[src/rtl/core/rkrf_pkg.sv]
// Shared types and constants for the remote key repeat filter.
// Holds the beat structs, queue entry type, key code reset table and holdoff constants.
// No dependencies.
package rkrf_pkg;

  localparam int unsigned NumCodes    = 8;
  localparam int unsigned CodeWidth   = 48;
  localparam int unsigned TimeWidth   = 32;
  localparam int unsigned VolWidth    = 7;
  localparam int unsigned CmdWidth    = 3;
  localparam int unsigned LastWidth   = 4;
  localparam int unsigned ApbDataW    = 64;
  localparam int unsigned ApbAddrW    = 6;
  localparam int unsigned QueueDepth  = 2;

  localparam logic [TimeWidth-1:0] ShortHoldoffUs = 32'd100000;
  localparam logic [TimeWidth-1:0] LongHoldoffUs  = 32'd300000;
  localparam logic [VolWidth-1:0]  VolumeStep     = 7'd5;
  localparam logic [VolWidth-1:0]  VolumeMax      = 7'd100;

  localparam logic [CmdWidth-1:0]  CmdVolUp   = 3'd5;
  localparam logic [CmdWidth-1:0]  CmdVolDown = 3'd6;
  localparam logic [LastWidth-1:0] NoCommand  = 4'd15;

  typedef logic [NumCodes-1:0][CodeWidth-1:0] code_table_t;

  // entry i is the reset code of command i
  localparam code_table_t CodeReset = {
    48'h43179c000000, 48'h463738000000, 48'h4237b8000000, 48'h4037f8000000,
    48'h4217bc000000, 48'h46173c000000, 48'h4017fc000000, 48'h4297ac000000
  };

  typedef struct packed {
    logic [CodeWidth-1:0] key_code;
    logic [TimeWidth-1:0] time_us;
    logic [VolWidth-1:0]  volume_now;
  } in_item_t;

  typedef struct packed {
    logic                matched;
    logic                accepted;
    logic [CmdWidth-1:0] command_index;
    logic [VolWidth-1:0] volume_new;
    logic                volume_changed;
  } out_item_t;

  // classified key waiting for the filter
  typedef struct packed {
    logic                 matched;
    logic [CmdWidth-1:0]  cmd_idx;
    logic [TimeWidth-1:0] time_us;
    logic [VolWidth-1:0]  volume_now;
  } class_t;

endpackage

[src/rtl/core/rkrf_front.sv]
// Front end of the remote key repeat filter: matches key codes against the table.
// Depends on rkrf_pkg.
module rkrf_front (
  input  rkrf_pkg::in_item_t    in_item_i,
  input  rkrf_pkg::code_table_t codes_i,
  output rkrf_pkg::class_t      class_o
);

  logic [rkrf_pkg::NumCodes-1:0] hit;

  always_comb begin
    for (int i = 0; i < int'(rkrf_pkg::NumCodes); i++) begin
      hit[i] = (codes_i[i] == in_item_i.key_code);
    end
  end

  // lowest index wins on duplicate codes
  always_comb begin
    class_o.matched    = |hit;
    class_o.cmd_idx    = '0;
    class_o.time_us    = in_item_i.time_us;
    class_o.volume_now = in_item_i.volume_now;
    for (int i = int'(rkrf_pkg::NumCodes) - 1; i >= 0; i--) begin
      if (hit[i]) begin
        class_o.cmd_idx = rkrf_pkg::CmdWidth'(i);
      end
    end
  end

endmodule

[src/rtl/core/rkrf_queue.sv]
// Short queue between front and back of the remote key repeat filter.
// Depends on rkrf_pkg for the entry type.
module rkrf_queue #(
  parameter int unsigned Depth = rkrf_pkg::QueueDepth
) (
  input  logic             clk_i,
  input  logic             rst_ni,
  input  logic             push_i,
  input  rkrf_pkg::class_t wr_entry_i,
  output logic             full_o,
  input  logic             pop_i,
  output logic             valid_o,
  output rkrf_pkg::class_t rd_entry_o
);

  localparam int unsigned PtrW = (Depth > 1) ? $clog2(Depth) : 1;
  localparam int unsigned CntW = $clog2(Depth + 1);

  rkrf_pkg::class_t entries_q [Depth];
  logic [PtrW-1:0] wr_ptr_q, wr_ptr_d, rd_ptr_q, rd_ptr_d;
  logic [CntW-1:0] count_q, count_d;

  assign full_o     = (count_q == CntW'(Depth));
  assign valid_o    = (count_q != '0);
  assign rd_entry_o = entries_q[rd_ptr_q];

  always_comb begin
    wr_ptr_d = wr_ptr_q;
    rd_ptr_d = rd_ptr_q;
    count_d  = count_q;
    if (push_i) begin
      wr_ptr_d = (wr_ptr_q == PtrW'(Depth - 1)) ? '0 : wr_ptr_q + PtrW'(1);
    end
    if (pop_i) begin
      rd_ptr_d = (rd_ptr_q == PtrW'(Depth - 1)) ? '0 : rd_ptr_q + PtrW'(1);
    end
    if (push_i && !pop_i) begin
      count_d = count_q + CntW'(1);
    end else if (pop_i && !push_i) begin
      count_d = count_q - CntW'(1);
    end
  end

  always_ff @(posedge clk_i or negedge rst_ni) begin
    if (!rst_ni) begin
      wr_ptr_q <= '0;
      rd_ptr_q <= '0;
      count_q  <= '0;
    end else begin
      wr_ptr_q <= wr_ptr_d;
      rd_ptr_q <= rd_ptr_d;
      count_q  <= count_d;
    end
  end

  always_ff @(posedge clk_i) begin
    if (push_i) begin
      entries_q[wr_ptr_q] <= wr_entry_i;
    end
  end

endmodule

[src/rtl/core/rkrf_back.sv]
// Back end of the remote key repeat filter: repeat holdoff, volume step, output register.
// Depends on rkrf_pkg.
module rkrf_back (
  input  logic               clk_i,
  input  logic               rst_ni,
  input  logic               q_valid_i,
  input  rkrf_pkg::class_t   q_entry_i,
  output logic               q_pop_o,
  output logic               out_valid_o,
  input  logic               out_ready_i,
  output rkrf_pkg::out_item_t out_item_o
);

  logic [rkrf_pkg::LastWidth-1:0] last_cmd_q, last_cmd_d;
  logic [rkrf_pkg::TimeWidth-1:0] last_time_q, last_time_d;
  logic                           short_q, short_d;
  logic                           out_valid_q;
  rkrf_pkg::out_item_t            out_item_q, out_item_d;

  logic [rkrf_pkg::TimeWidth-1:0] elapsed, hold;
  logic                           accept, is_vol, is_up;
  logic [rkrf_pkg::VolWidth:0]    vol_up_sum;
  logic [rkrf_pkg::VolWidth-1:0]  vol_dn, vol_step;

  assign q_pop_o     = q_valid_i && (!out_valid_q || out_ready_i);
  assign out_valid_o = out_valid_q;
  assign out_item_o  = out_item_q;

  assign elapsed = q_entry_i.time_us - last_time_q;
  assign hold    = short_q ? rkrf_pkg::ShortHoldoffUs : rkrf_pkg::LongHoldoffUs;
  assign accept  = q_entry_i.matched &&
                   (({1'b0, q_entry_i.cmd_idx} != last_cmd_q) || (elapsed > hold));
  assign is_up   = (q_entry_i.cmd_idx == rkrf_pkg::CmdVolUp);
  assign is_vol  = is_up || (q_entry_i.cmd_idx == rkrf_pkg::CmdVolDown);

  // saturate at zero and at VolumeMax
  always_comb begin
    vol_up_sum = {1'b0, q_entry_i.volume_now} + {1'b0, rkrf_pkg::VolumeStep};
    if (q_entry_i.volume_now < rkrf_pkg::VolumeStep) begin
      vol_dn = '0;
    end else begin
      vol_dn = q_entry_i.volume_now - rkrf_pkg::VolumeStep;
    end
    if (is_up) begin
      vol_step = (vol_up_sum > {1'b0, rkrf_pkg::VolumeMax}) ? rkrf_pkg::VolumeMax
                                                          : vol_up_sum[rkrf_pkg::VolWidth-1:0];
    end else begin
      vol_step = (vol_dn > rkrf_pkg::VolumeMax) ? rkrf_pkg::VolumeMax : vol_dn;
    end
  end

  always_comb begin
    last_cmd_d  = last_cmd_q;
    last_time_d = last_time_q;
    short_d     = short_q;
    out_item_d.matched        = q_entry_i.matched;
    out_item_d.accepted       = accept;
    out_item_d.command_index  = q_entry_i.cmd_idx;
    out_item_d.volume_new     = q_entry_i.volume_now;
    out_item_d.volume_changed = 1'b0;
    if (accept) begin
      last_cmd_d  = {1'b0, q_entry_i.cmd_idx};
      last_time_d = q_entry_i.time_us;
      short_d     = is_vol;
      if (is_vol) begin
        out_item_d.volume_new     = vol_step;
        out_item_d.volume_changed = 1'b1;
      end
    end
  end

  always_ff @(posedge clk_i or negedge rst_ni) begin
    if (!rst_ni) begin
      last_cmd_q  <= rkrf_pkg::NoCommand;
      last_time_q <= '0;
      short_q     <= 1'b0;
      out_valid_q <= 1'b0;
    end else begin
      if (q_pop_o) begin
        last_cmd_q  <= last_cmd_d;
        last_time_q <= last_time_d;
        short_q     <= short_d;
        out_valid_q <= 1'b1;
      end else if (out_ready_i) begin
        out_valid_q <= 1'b0;
      end
    end
  end

  always_ff @(posedge clk_i) begin
    if (q_pop_o) begin
      out_item_q <= out_item_d;
    end
  end

endmodule

[src/rtl/core/remote_key_repeat_filter.sv]
// Remote key repeat filter, top level.
// Input beats carry a key code, a microsecond timestamp and the current volume;
// each yields exactly one output beat with match, accept, command and volume fields.
// Both channels use valid/ready; a beat moves when valid and ready are high together.
// Eight 48-bit key codes sit behind an APB port at byte addresses 8*i (64-bit data);
// write them only while the block is idle.
// An input beat is classified into the queue, then filtered into the output register.
// Throughput: one beat per cycle while out_ready_i stays high; the filter state update
// is a registered loop of one 32-bit subtract and compare in the back end.
// The front takes beats while the queue has room, so a stalled receiver first
// fills the output register, then the queue, and only then drops in_ready_o.
// Reset restores the default key codes, clears the queue and output register,
// and forgets the last key so the first known key is always accepted.
// Depends on rkrf_pkg, rkrf_front, rkrf_queue and rkrf_back.
module remote_key_repeat_filter #(
  parameter int unsigned QueueDepth = rkrf_pkg::QueueDepth
) (
  input  logic                           clk_i,
  input  logic                           rst_ni,
  input  logic                           in_valid_i,
  output logic                           in_ready_o,
  input  rkrf_pkg::in_item_t             in_item_i,
  output logic                           out_valid_o,
  input  logic                           out_ready_i,
  output rkrf_pkg::out_item_t            out_item_o,
  input  logic                           psel,
  input  logic                           penable,
  input  logic                           pwrite,
  input  logic [rkrf_pkg::ApbAddrW-1:0]  paddr,
  input  logic [rkrf_pkg::ApbDataW-1:0]  pwdata,
  output logic [rkrf_pkg::ApbDataW-1:0]  prdata,
  output logic                           pready
);

  rkrf_pkg::code_table_t codes_q;
  rkrf_pkg::class_t      front_class, q_entry;
  logic                  q_full, q_valid, q_pop, push;
  logic [2:0]            reg_idx;

  assign pready     = 1'b1;
  assign reg_idx    = paddr[5:3];
  assign prdata     = {{(rkrf_pkg::ApbDataW - rkrf_pkg::CodeWidth){1'b0}}, codes_q[reg_idx]};
  assign in_ready_o = !q_full;
  assign push       = in_valid_i && !q_full;

  always_ff @(posedge clk_i or negedge rst_ni) begin
    if (!rst_ni) begin
      codes_q <= rkrf_pkg::CodeReset;
    end else if (psel && penable && pwrite) begin
      codes_q[reg_idx] <= pwdata[rkrf_pkg::CodeWidth-1:0];
    end
  end

  rkrf_front u_front (
    .in_item_i (in_item_i),
    .codes_i   (codes_q),
    .class_o   (front_class)
  );

  rkrf_queue #(
    .Depth (QueueDepth)
  ) u_queue (
    .clk_i      (clk_i),
    .rst_ni     (rst_ni),
    .push_i     (push),
    .wr_entry_i (front_class),
    .full_o     (q_full),
    .pop_i      (q_pop),
    .valid_o    (q_valid),
    .rd_entry_o (q_entry)
  );

  rkrf_back u_back (
    .clk_i       (clk_i),
    .rst_ni      (rst_ni),
    .q_valid_i   (q_valid),
    .q_entry_i   (q_entry),
    .q_pop_o     (q_pop),
    .out_valid_o (out_valid_o),
    .out_ready_i (out_ready_i),
    .out_item_o  (out_item_o)
  );

endmodule

[config.mk]
export PLATFORM = sky130hd
export DESIGN_NAME = remote_key_repeat_filter
export DESIGN_NICKNAME = d
export VERILOG_FILES = /design/src/rtl/core/rkrf_pkg.sv /design/src/rtl/core/rkrf_front.sv /design/src/rtl/core/rkrf_queue.sv /design/src/rtl/core/rkrf_back.sv /design/src/rtl/core/remote_key_repeat_filter.sv
export SDC_FILE = /design/constraint.sdc
export NUM_CORES = 1
export LEC_CHECK = 0
export BUFFER_PORTS_ARGS = -buffer_cell sky130_fd_sc_hd__buf_4
export CAP_MARGIN = 20
export CORE_MARGIN = 4
export CORE_UTILIZATION = 55
export DETAILED_ROUTE_END_ITERATION = 8
export GPL_TIMING_DRIVEN = 0
export PLACE_DENSITY = 0.77
export SKIP_CTS_REPAIR_TIMING = 1
export SYNTH_ARGS = -nofsm -noshare
export SYNTH_HDL_FRONTEND = slang
export SYNTH_SLANG_ARGS = --single-unit
[constraint.sdc]
create_clock -name clk_i -period 5.8 [get_ports clk_i]
set_input_delay 0.58 -clock clk_i [delete_from_list [all_inputs] [get_ports clk_i]]
set_output_delay 0.58 -clock clk_i [all_outputs]
set_load 0.02 [all_outputs]
# Yosys cells after proc, flatten, opt, wreduce, memory -nomap -nowiden

Memories as Yosys holds them, arrays and structs flattened.
Index checks and enable logic that the tools add are counted.

Register bits: 439
Memory bits (writable): 86
Bits of input ports: 164
Logic and storage cells: 94
Memories kept: 1

Memories:

| name              | depth | width | rd ports | clocked after memory_dff | wr ports | line             | text |
|---|---|---|---|---|---|---|---|
| u_queue.entries_q | 2     | 43    | 1        | 0                        | 1        | rkrf_queue.sv:19 | `rkrf_pkg::class_t entries_q [Depth];` |

Add/sub/neg operators: 7
Magnitude comparators: 6
Equality and inequality tests: 12
Muxes and demuxes: 28
Reduce and logical (&&, ||, !) cells: 20

Operator list:

| kind                | count |
|---|---|
| $bwmux 384          | 1 |
| $eq 48x48->1        | 8 |
| $bmux 48 s3         | 1 |
| $demux 48 s3        | 1 |
| $mux 48             | 2 |
| $gt 32x32->1        | 1 |
| $sub 32x32->32      | 1 |
| $mux 7              | 4 |
| $mux 3              | 8 |
| $mux 19             | 1 |
| $mux 8              | 2 |
| $add 7x3->8 const B | 1 |
| $gt 8x7->1 const B  | 1 |
| $logic_and 1x1->1   | 8 |
| $reduce_or 8->1     | 1 |
| $gt 7x7->1 const B  | 1 |
| $lt 7x3->1 const B  | 1 |
| $sub 7x3->7 const B | 1 |
| $eq 3x3->1 const B  | 2 |
| $mux 1              | 6 |
| $reduce_bool 2->1   | 3 |
| $logic_not 1->1     | 4 |
| $lt 3x4->1 const B  | 1 |
| $mux 2              | 2 |
| other kinds (8)     | 11 |

# Depth between registers and ports, before layout

Gate-level depths: netlist of run 1.

Word-level depth: 9
Gate-level depth with buffers: 23
Gate-level depth less buffers: 18

# Cells and area by module

A second synthesis of run 1 with hierarchy kept.

Cell total of the unflattened synthesis: 2313
Area total of the unflattened synthesis: 30855.8 um2

Modules (own cells, without submodules):

| module                   | times used | cells an instance | area each (um2) | seq. area each (um2) |
|---|---|---|---|---|
| remote_key_repeat_filter | 1          | 1014              | 17608.1         | 9719.3 |
| rkrf_front               | 1          | 613               | 4939.7          | 0.0 |
| rkrf_back                | 1          | 536               | 4814.6          | 1346.3 |
| rkrf_queue               | 1          | 150               | 3493.4          | 2682.6 |

# Least setup slack after synthesis of run 1

No wires, ideal clock.

Path type: register to register
From: reg u_queue.rd_ptr_q
To: reg u_back.last_time_q[10] (netlist bit)
Arrival: 5.524 ns
Data required time: 5.675 ns
Slack: 0.150 ns
Cell stages (with the launch flop): 23
Buffers on the path: 5
Cells stage by stage: dfrtp_1 -> clkbuf_1 -> buf_2 -> clkbuf_1 -> clkbuf_1 -> mux2_2 -> ha_1 -> nor2b_1 -> o31ai_1 -> a31oi_1 -> a21o_1 -> a21oi_1 -> xnor2_1 -> ha_1 -> nand2_1 -> a211o_1 -> o21ai_0 -> o2111ai_1 -> or4_1 -> a311oi_2 -> nor2_2 -> buf_6 -> mux2_4

RTL lines:

| what                   | line             | text |
|---|---|---|
| start, declared        | rkrf_queue.sv:20 | `logic [PtrW-1:0] wr_ptr_q, wr_ptr_d, rd_ptr_q, rd_ptr_d;` |
| start signal, assigned | rkrf_queue.sv:51 | `rd_ptr_q <= rd_ptr_d;` |
| end signal, assigned   | rkrf_back.sv:81  | `last_time_q <= last_time_d;` |
| end, declared          | rkrf_back.sv:15  | `logic [rkrf_pkg::TimeWidth-1:0] last_time_q, last_time_d;` |

==> results of run 1 <==
==> state kept, by name (all words and copies together), names as in the netlist <==
register	count
codes_q	384
u_queue.entries_q	86
u_back.last_time_q	32
u_back.out_item_o	13
u_back.last_cmd_q	4
u_queue.count_q	2
u_back.out_valid_o	1
u_back.short_q	1
u_queue.rd_ptr_q	1
u_queue.wr_ptr_q	1
==> logic make-up after synthesis <==
family / count (synthesis) / share of synthesized area
DFF: 525 / 0.474
muxes: 471 / 0.185
xor gates and xnor gates: 410 / 0.124
AOI/OAI and AO/OA: 382 / 0.0929
and+or+nand+nor: 380 / 0.0719
buffers and inverters: 233 / 0.0334
adders and majority gates: 42 / 0.0184
other: 2 / 0.000259
==> metal layers <==
| layer | vias to the layer above | global-route usage | part of all wire |
|---|---|---|---|
| li1 | 9509 | - | - |
| met1 | 11500 | 0.504 | 0.36 |
| met2 | 1555 | 0.623 | 0.43 |
| met3 | 483 | 0.123 | 0.11 |
| met4 | 6 | 0.319 | 0.098 |
| met5 | - | 0 | 0.00026 |
==> through the flow <==
| stage | hold slack, ns | TNS (ns) | setup slack, ns |
|---|---|---|---|
| global placement | 0.469 | -69.74 | -1.49 |
| global route | 0.00887 | 0 | 0.0336 |
| CTS | -0.0201 | -68.97 | -1.62 |
| floorplan | 0.284 | 0 | 0.150 |
| finish | -0.0606 | 0 | 0.269 |
| detailed placement | 0.476 | -65.48 | -1.53 |
==> power by group <==
part | switching (mW) | total (mW) | internal, mW
registers | 0.727 | 5.50 | 4.77
clock network | 1.63 | 3.85 | 2.22
logic | 4.01 | 6.64 | 2.63
total | 6.36 | 16.0 | 9.63
==> final cells by class <==
cell class              count  area share
well taps                 680      0.0252
plain buffers             172      0.0230
clock inverters            33      0.0113
clock buffers              75      0.0464
repair buffers            195      0.0543
flip-flops and latches    525       0.407
inverters                  59     0.00656
diodes                      4    0.000296
multi-input cells        1702       0.426
==> final timing paths <==
kind | to | startpoint | slack [ns] | cells past startpoint
max | u_back.out_item_o[4]$_DFFE_PP_ | u_queue.rd_ptr_q$_DFFE_PN0P_ | 0.27 | 21
min | u_queue.wr_ptr_q$_DFFE_PN0P_ | rst_ni | -0.06 | 1
max reg2reg | u_back.out_item_o[4]$_DFFE_PP_ | u_queue.rd_ptr_q$_DFFE_PN0P_ | 0.27 | 21
min reg2reg | u_back.last_time_q[28]$_DFFE_PN0P_ | u_back.last_time_q[28]$_DFFE_PN0P_ | 0.49 | 1
max in group asynchronous | codes_q[289]$_DFFE_PN0P_ | rst_ni | 4.17 | 3
min in group clk_i | u_queue.entries_q[1][24]$_DFFE_PP_ | in_item_i[24] | 0.13 | 1
==> placed cells by master, fill, tap and decap left out, drive strengths merged, types with 14 or more instances in the layout <==
cell,netlist,layout
o21ai,43,43
mux2i,16,16
a211oi,15,15
nor2,54,54
nand2,50,50
edfxtp,99,99
buf,54,251
a21oi,52,52
dfstp,92,92
ha,41,41
nand3,23,23
inv,59,64
xor2,204,204
mux2,455,455
nand4,120,120
a22oi,196,196
clkbuf,120,191
conb,2,17
nor3,26,26
xnor2,206,206
dfrtp,334,334
nor4,68,68
clkinv,0,14
==> worst reg2reg max path: stages (launching register included) <==
cell and delay [ns]:
dfrtp_2 0.44, buf_12 0.21, buf_6 0.21, mux2_2 0.40, ha_1 0.36, nor2b_2 0.21, o31ai_4 0.25, a31oi_2 0.21
a21o_1 0.21, a21oi_1 0.16, xnor2_1 0.11, ha_1 0.31, nand2_1 0.06, a211o_1 0.27, o21ai_0 0.12, o2111ai_1 0.17
or4_1 0.47, a311oi_4 0.26, buf_4 0.19, buf_2 0.23, nor4_1 0.10, a211oi_1 0.36
==> results.toml, run 1 <==
[final_layout]
drive_gt1_frac = 0.317
layout.cells.non_filler = 3445
n_fill_cell = 3940
multiInputGateArea_sq_um = 14400
nets = 2918
finalInstanceArea_sq_um = 33800
fin_util = 0.653
seq_area_sq_um = 13700
syn_to_final_growth_pct = 16.5

[synth]
synthesis.yosys.warnings = 0
syn_inst = 2445
yosysSeqAreaShare = 0.474
synth_cell_type_count = 73
syn-mean-instance-area_sq_um = 11.9
ys_seq_elements = 525
yosysMostFrequentCell = "mux2_2"
synth_top_flop_cell = "dfrtp_1"
synthArstFlopShare = 0.811
synth_area_leaders = "dfrtp_1, mux2_2, edfxtp_1, dfstp_2, xnor2_1"
synthTopCellsByCount = "mux2_2, dfrtp_1, xnor2_1"
yosysTopAreaCellShare = 0.288
netlist_area_sq_um = 29000
yosysTopAreaCell = "dfrtp_1"
synth_edf_count = 99

[clock_tree]
cts_tree = "yes"
clk_pin_slew_ns = 0.06
cts_sinks = 525
h-tree-depth = 2
cts_made_buffers = 57
cts.path.max_buffers = 3
insertion_delay_ns = 0.64
cts-root-buf = "clkbuf_16"

[worst_setup_path]
crit_slowest_cell = "or4_1"
cp.arrival_ns = 5.94
path_cells = "buf_12, buf_6, mux2_2, ha_1, nor2b_2, o31ai_4, a31oi_2, a21o_1, a21oi_1, xnor2_1, ha_1, nand2_1, a211o_1, o21ai_0, o2111ai_1, or4_1, a311oi_4, buf_4, buf_2, nor4_1, a211oi_1"
critPathKind = "reg2reg"
cp_num_buf_inv = 4
setup.worst_path.start_class = "flop"
critical_path.most_common_cell = "ha_1"
crit_family = "compound AO/OA/AOI/OAI gates"
cp-end-kind = "flop"
crit_required_ns = 6.21
crit_path_max_fanout = 19
max_stage_delay_ns = 0.47

[power_and_ir_drop]
p_per_area_nw_per_um2 = 473
leakage_nw = 13.8
power_mw = 16.0
ir_worst_vdd_mv = 0.264

[route]
route.final.wire_length_um = 120000
avgRoutedWirePerCell_um = 34.8
drt-initial-drc-count = 2792
first_pass_iters = 6
via_per_inst = 6.69
drc = 0
final_antenna_net_count = 0
vias = 23100

[run_status]
violations = "negative hold slack"
status = "finished, violations left"

[timing]
fin_crit_ns = 5.53
finalMaxSlewViolations = 0
hold_viol_final = 20
worst_pin_slew_ns = 1.34
fin_worst_skew_ns = 0.0266
relSlewSlack = 0.104
setup_viol = 0
fin_crit_sh = 0.954
clock.fmax_ghz = 0.181
worst_hold_slack_ns = -0.0606
rsz0062_at_grt = "no"

[floorplanning]
design.die.area_sq_um = 56400
die_x_um = 238
initial_core_util = 0.560
die_h_um = 238
num_rows = 83
core-area_sq_um = 51700
io_pins = 244

[grt]
grt_overflow = 0
first_global_vias = 23300
grt_pass1_wl_um = 168000
antenna_found_initial = 8
track_usage = 0.415
grt_max_degree = 123

[placed_design]
dpl.cell_count = 3329
hpwl_um = 91000
port_buffers = 157
globalplace.congestion = 1.09
post_dp_cell_area_sq_um = 31700

[worst_hold_path]
hold_class = "in2async"

[run]
drv_cap = 0
(Power assumes the default switching activity.)
==> inputs of run 2 (changes only) <==
--- a/config.mk
+++ b/config.mk
@@ -7,6 +7,7 @@
 export LEC_CHECK = 0
 export BUFFER_PORTS_ARGS = -buffer_cell sky130_fd_sc_hd__buf_4
 export CAP_MARGIN = 20
+export CORE_ASPECT_RATIO = 0.7
 export CORE_MARGIN = 4
 export CORE_UTILIZATION = 55
 export DETAILED_ROUTE_END_ITERATION = 8
==> results.toml, run 2 (synthesized netlist as in run 1, its figures left out) <==
[clock_tree]
h-tree-depth = 2
cts.path.max_buffers = 3
insertion_delay_ns = 0.63
clk_pin_slew_ns = 0.07
cts_made_buffers = 52
cts-root-buf = "clkbuf_16"
cts_sinks = 525
cts_tree = "yes"

[placed_design]
port_buffers = 157
globalplace.congestion = 1.06
hpwl_um = 96300

[route]
avgRoutedWirePerCell_um = 36.4
route.final.wire_length_um = 125000
drc = 0
vias = 23800
drt-initial-drc-count = 3915
first_pass_iters = 6
final_antenna_net_count = 0
via_per_inst = 6.94

[grt]
grt_max_degree = 122
grt_pass1_wl_um = 171000
antenna_found_initial = 15
track_usage = 0.433
first_global_vias = 22400
grt_overflow = 0

[worst_setup_path]
critPathKind = "reg2reg"
r2r_slack_ns = 0.19
cp-end-kind = "flop"
crit_path_max_fanout = 19
setup.worst_path.start_class = "flop"
crit_required_ns = 6.10
r2r_start = "u_queue.rd_ptr_q$_DFFE_PN0P_"
r2r_end = "u_back.out_item_o[4]$_DFFE_PP_"
cp.arrival_ns = 5.92
startpoint = "u_queue.rd_ptr_q$_DFFE_PN0P_"
r2r_cells = 23

[final_layout]
top_regs = "codes_q: 384 flops, u_queue.entries_q: 86 flops, u_back.last_time_q: 32 flops"
largest_reg_flops = 384
n_fill_cell = 3956
final_cell_mix = "mux2_2, dfrtp_1, xnor2_1"
largest_register = "codes_q"
nets = 2910
final_common_cell = "mux2_2"
drive_gt1_frac = 0.316
syn_to_final_growth_pct = 15.6
fin_util = 0.642

[floorplanning]
die_h_um = 200
design.die.area_sq_um = 56500
num_rows = 70
io_pins = 244
core-area_sq_um = 52200
initial_core_util = 0.555
die_x_um = 282

[timing]
fin_worst_skew_ns = 0.0358
finalMaxSlewViolations = 0
hold_viol_final = 0
setup_viol = 0
fin_crit_sh = 0.968
clock.fmax_ghz = 0.178
worst_pin_slew_ns = 1.38
setup_tns_ns = 0
relSlewSlack = 0.0802
fin_crit_ns = 5.61

[power_and_ir_drop]
power_mw = 16.0
ir_worst_vdd_mv = 0.350
leakage_nw = 13.6
p_per_area_nw_per_um2 = 476

[run]
drv_cap = 0

[worst_hold_path]
hold_class = "in2async"

[run_status]
status = "finished, final reports clean"
run 2: cell types whose count changed in the layout (fill, tap and decap cells not counted), sizes merged:
| cell | previous run | this run |
|---|---|---|
| clkbuf | 191 | 183 |
| buf | 251 | 248 |
| clkinvlp | 7 | 5 |
| inv | 64 | 62 |
run 2: how the worst max path moves through the flow:
stage	end	slack [ns]	cells after the start
floorplan	u_back.last_time_q[10]$_DFFE_PN0P_	0.15	22
global placement	u_back.last_time_q[27]$_DFFE_PN0P_	-1.44	23
detailed placement	u_back.last_time_q[27]$_DFFE_PN0P_	-1.65	23
CTS	u_back.last_time_q[27]$_DFFE_PN0P_	-1.70	23
global route	u_back.out_item_o[4]$_DFFE_PP_	-0.008	22
finish	u_back.out_item_o[4]$_DFFE_PP_	0.19	23
run 2: final cells by class:
cell class	count	area, sq um	area share
antenna	4	10.0	0.000299
buffer	172	768	0.0229
clock buffer	67	1430	0.0427
clock inverter	29	343	0.0102
inverter	59	221	0.00661
multi-input combinational	1702	14400	0.430
sequential	525	13700	0.410
tap	684	856	0.0255
timing repair buffer	192	1720	0.0514
run 2: worst max-delay path, stage by stage, from the launching register on:
cell	delay (ns)
dfrtp_2	0.43
buf_12	0.19
buf_4	0.27
mux2i_2	0.35
ha_1	0.25
fa_1	0.24
nor2b_2	0.08
o31ai_4	0.28
a31oi_2	0.24
a21o_1	0.22
a21oi_1	0.17
xnor2_1	0.10
ha_1	0.31
nand2_1	0.06
a211o_1	0.26
o21ai_0	0.16
o2111ai_2	0.22
or4_1	0.50
a311oi_4	0.22
buf_4	0.20
buf_4	0.13
or2_2	0.09
buf_2	0.19
a211oi_1	0.11
run 2: metal layers:
| metal | GRT usage | wire length, um |
|---|---|---|
| met1 | 0.629 | 51700 |
| met2 | 0.549 | 47100 |
| met3 | 0.215 | 20700 |
| met4 | 0.161 | 5500 |
| met5 | 0 | 132 |
run 2: stage by stage:
step / instances / cell area, sq um / worst slack, ns / hold slack, ns
2_1_floorplan: 2460 / 29000 / 0.150 / 0.284
3_3_place_gp: 3301 / 31100 / -1.44 / 0.468
3_5_place_dp: 3329 / 31600 / -1.65 / 0.480
4_1_cts: 3425 / 33300 / -1.70 / 0.0543
5_1_grt: 3431 / 33500 / -0.00800 / 0.0814
6_report: 3434 / 33500 / 0.186 / 0.0277
run 2: power by group:
group | leakage, nW | total [mW] | switching (mW) | internal [mW]
clock | 0.865 | 3.61 | 1.56 | 2.06
combinational | 6.67 | 6.81 | 4.18 | 2.62
sequential | 6.12 | 5.54 | 0.767 | 4.77
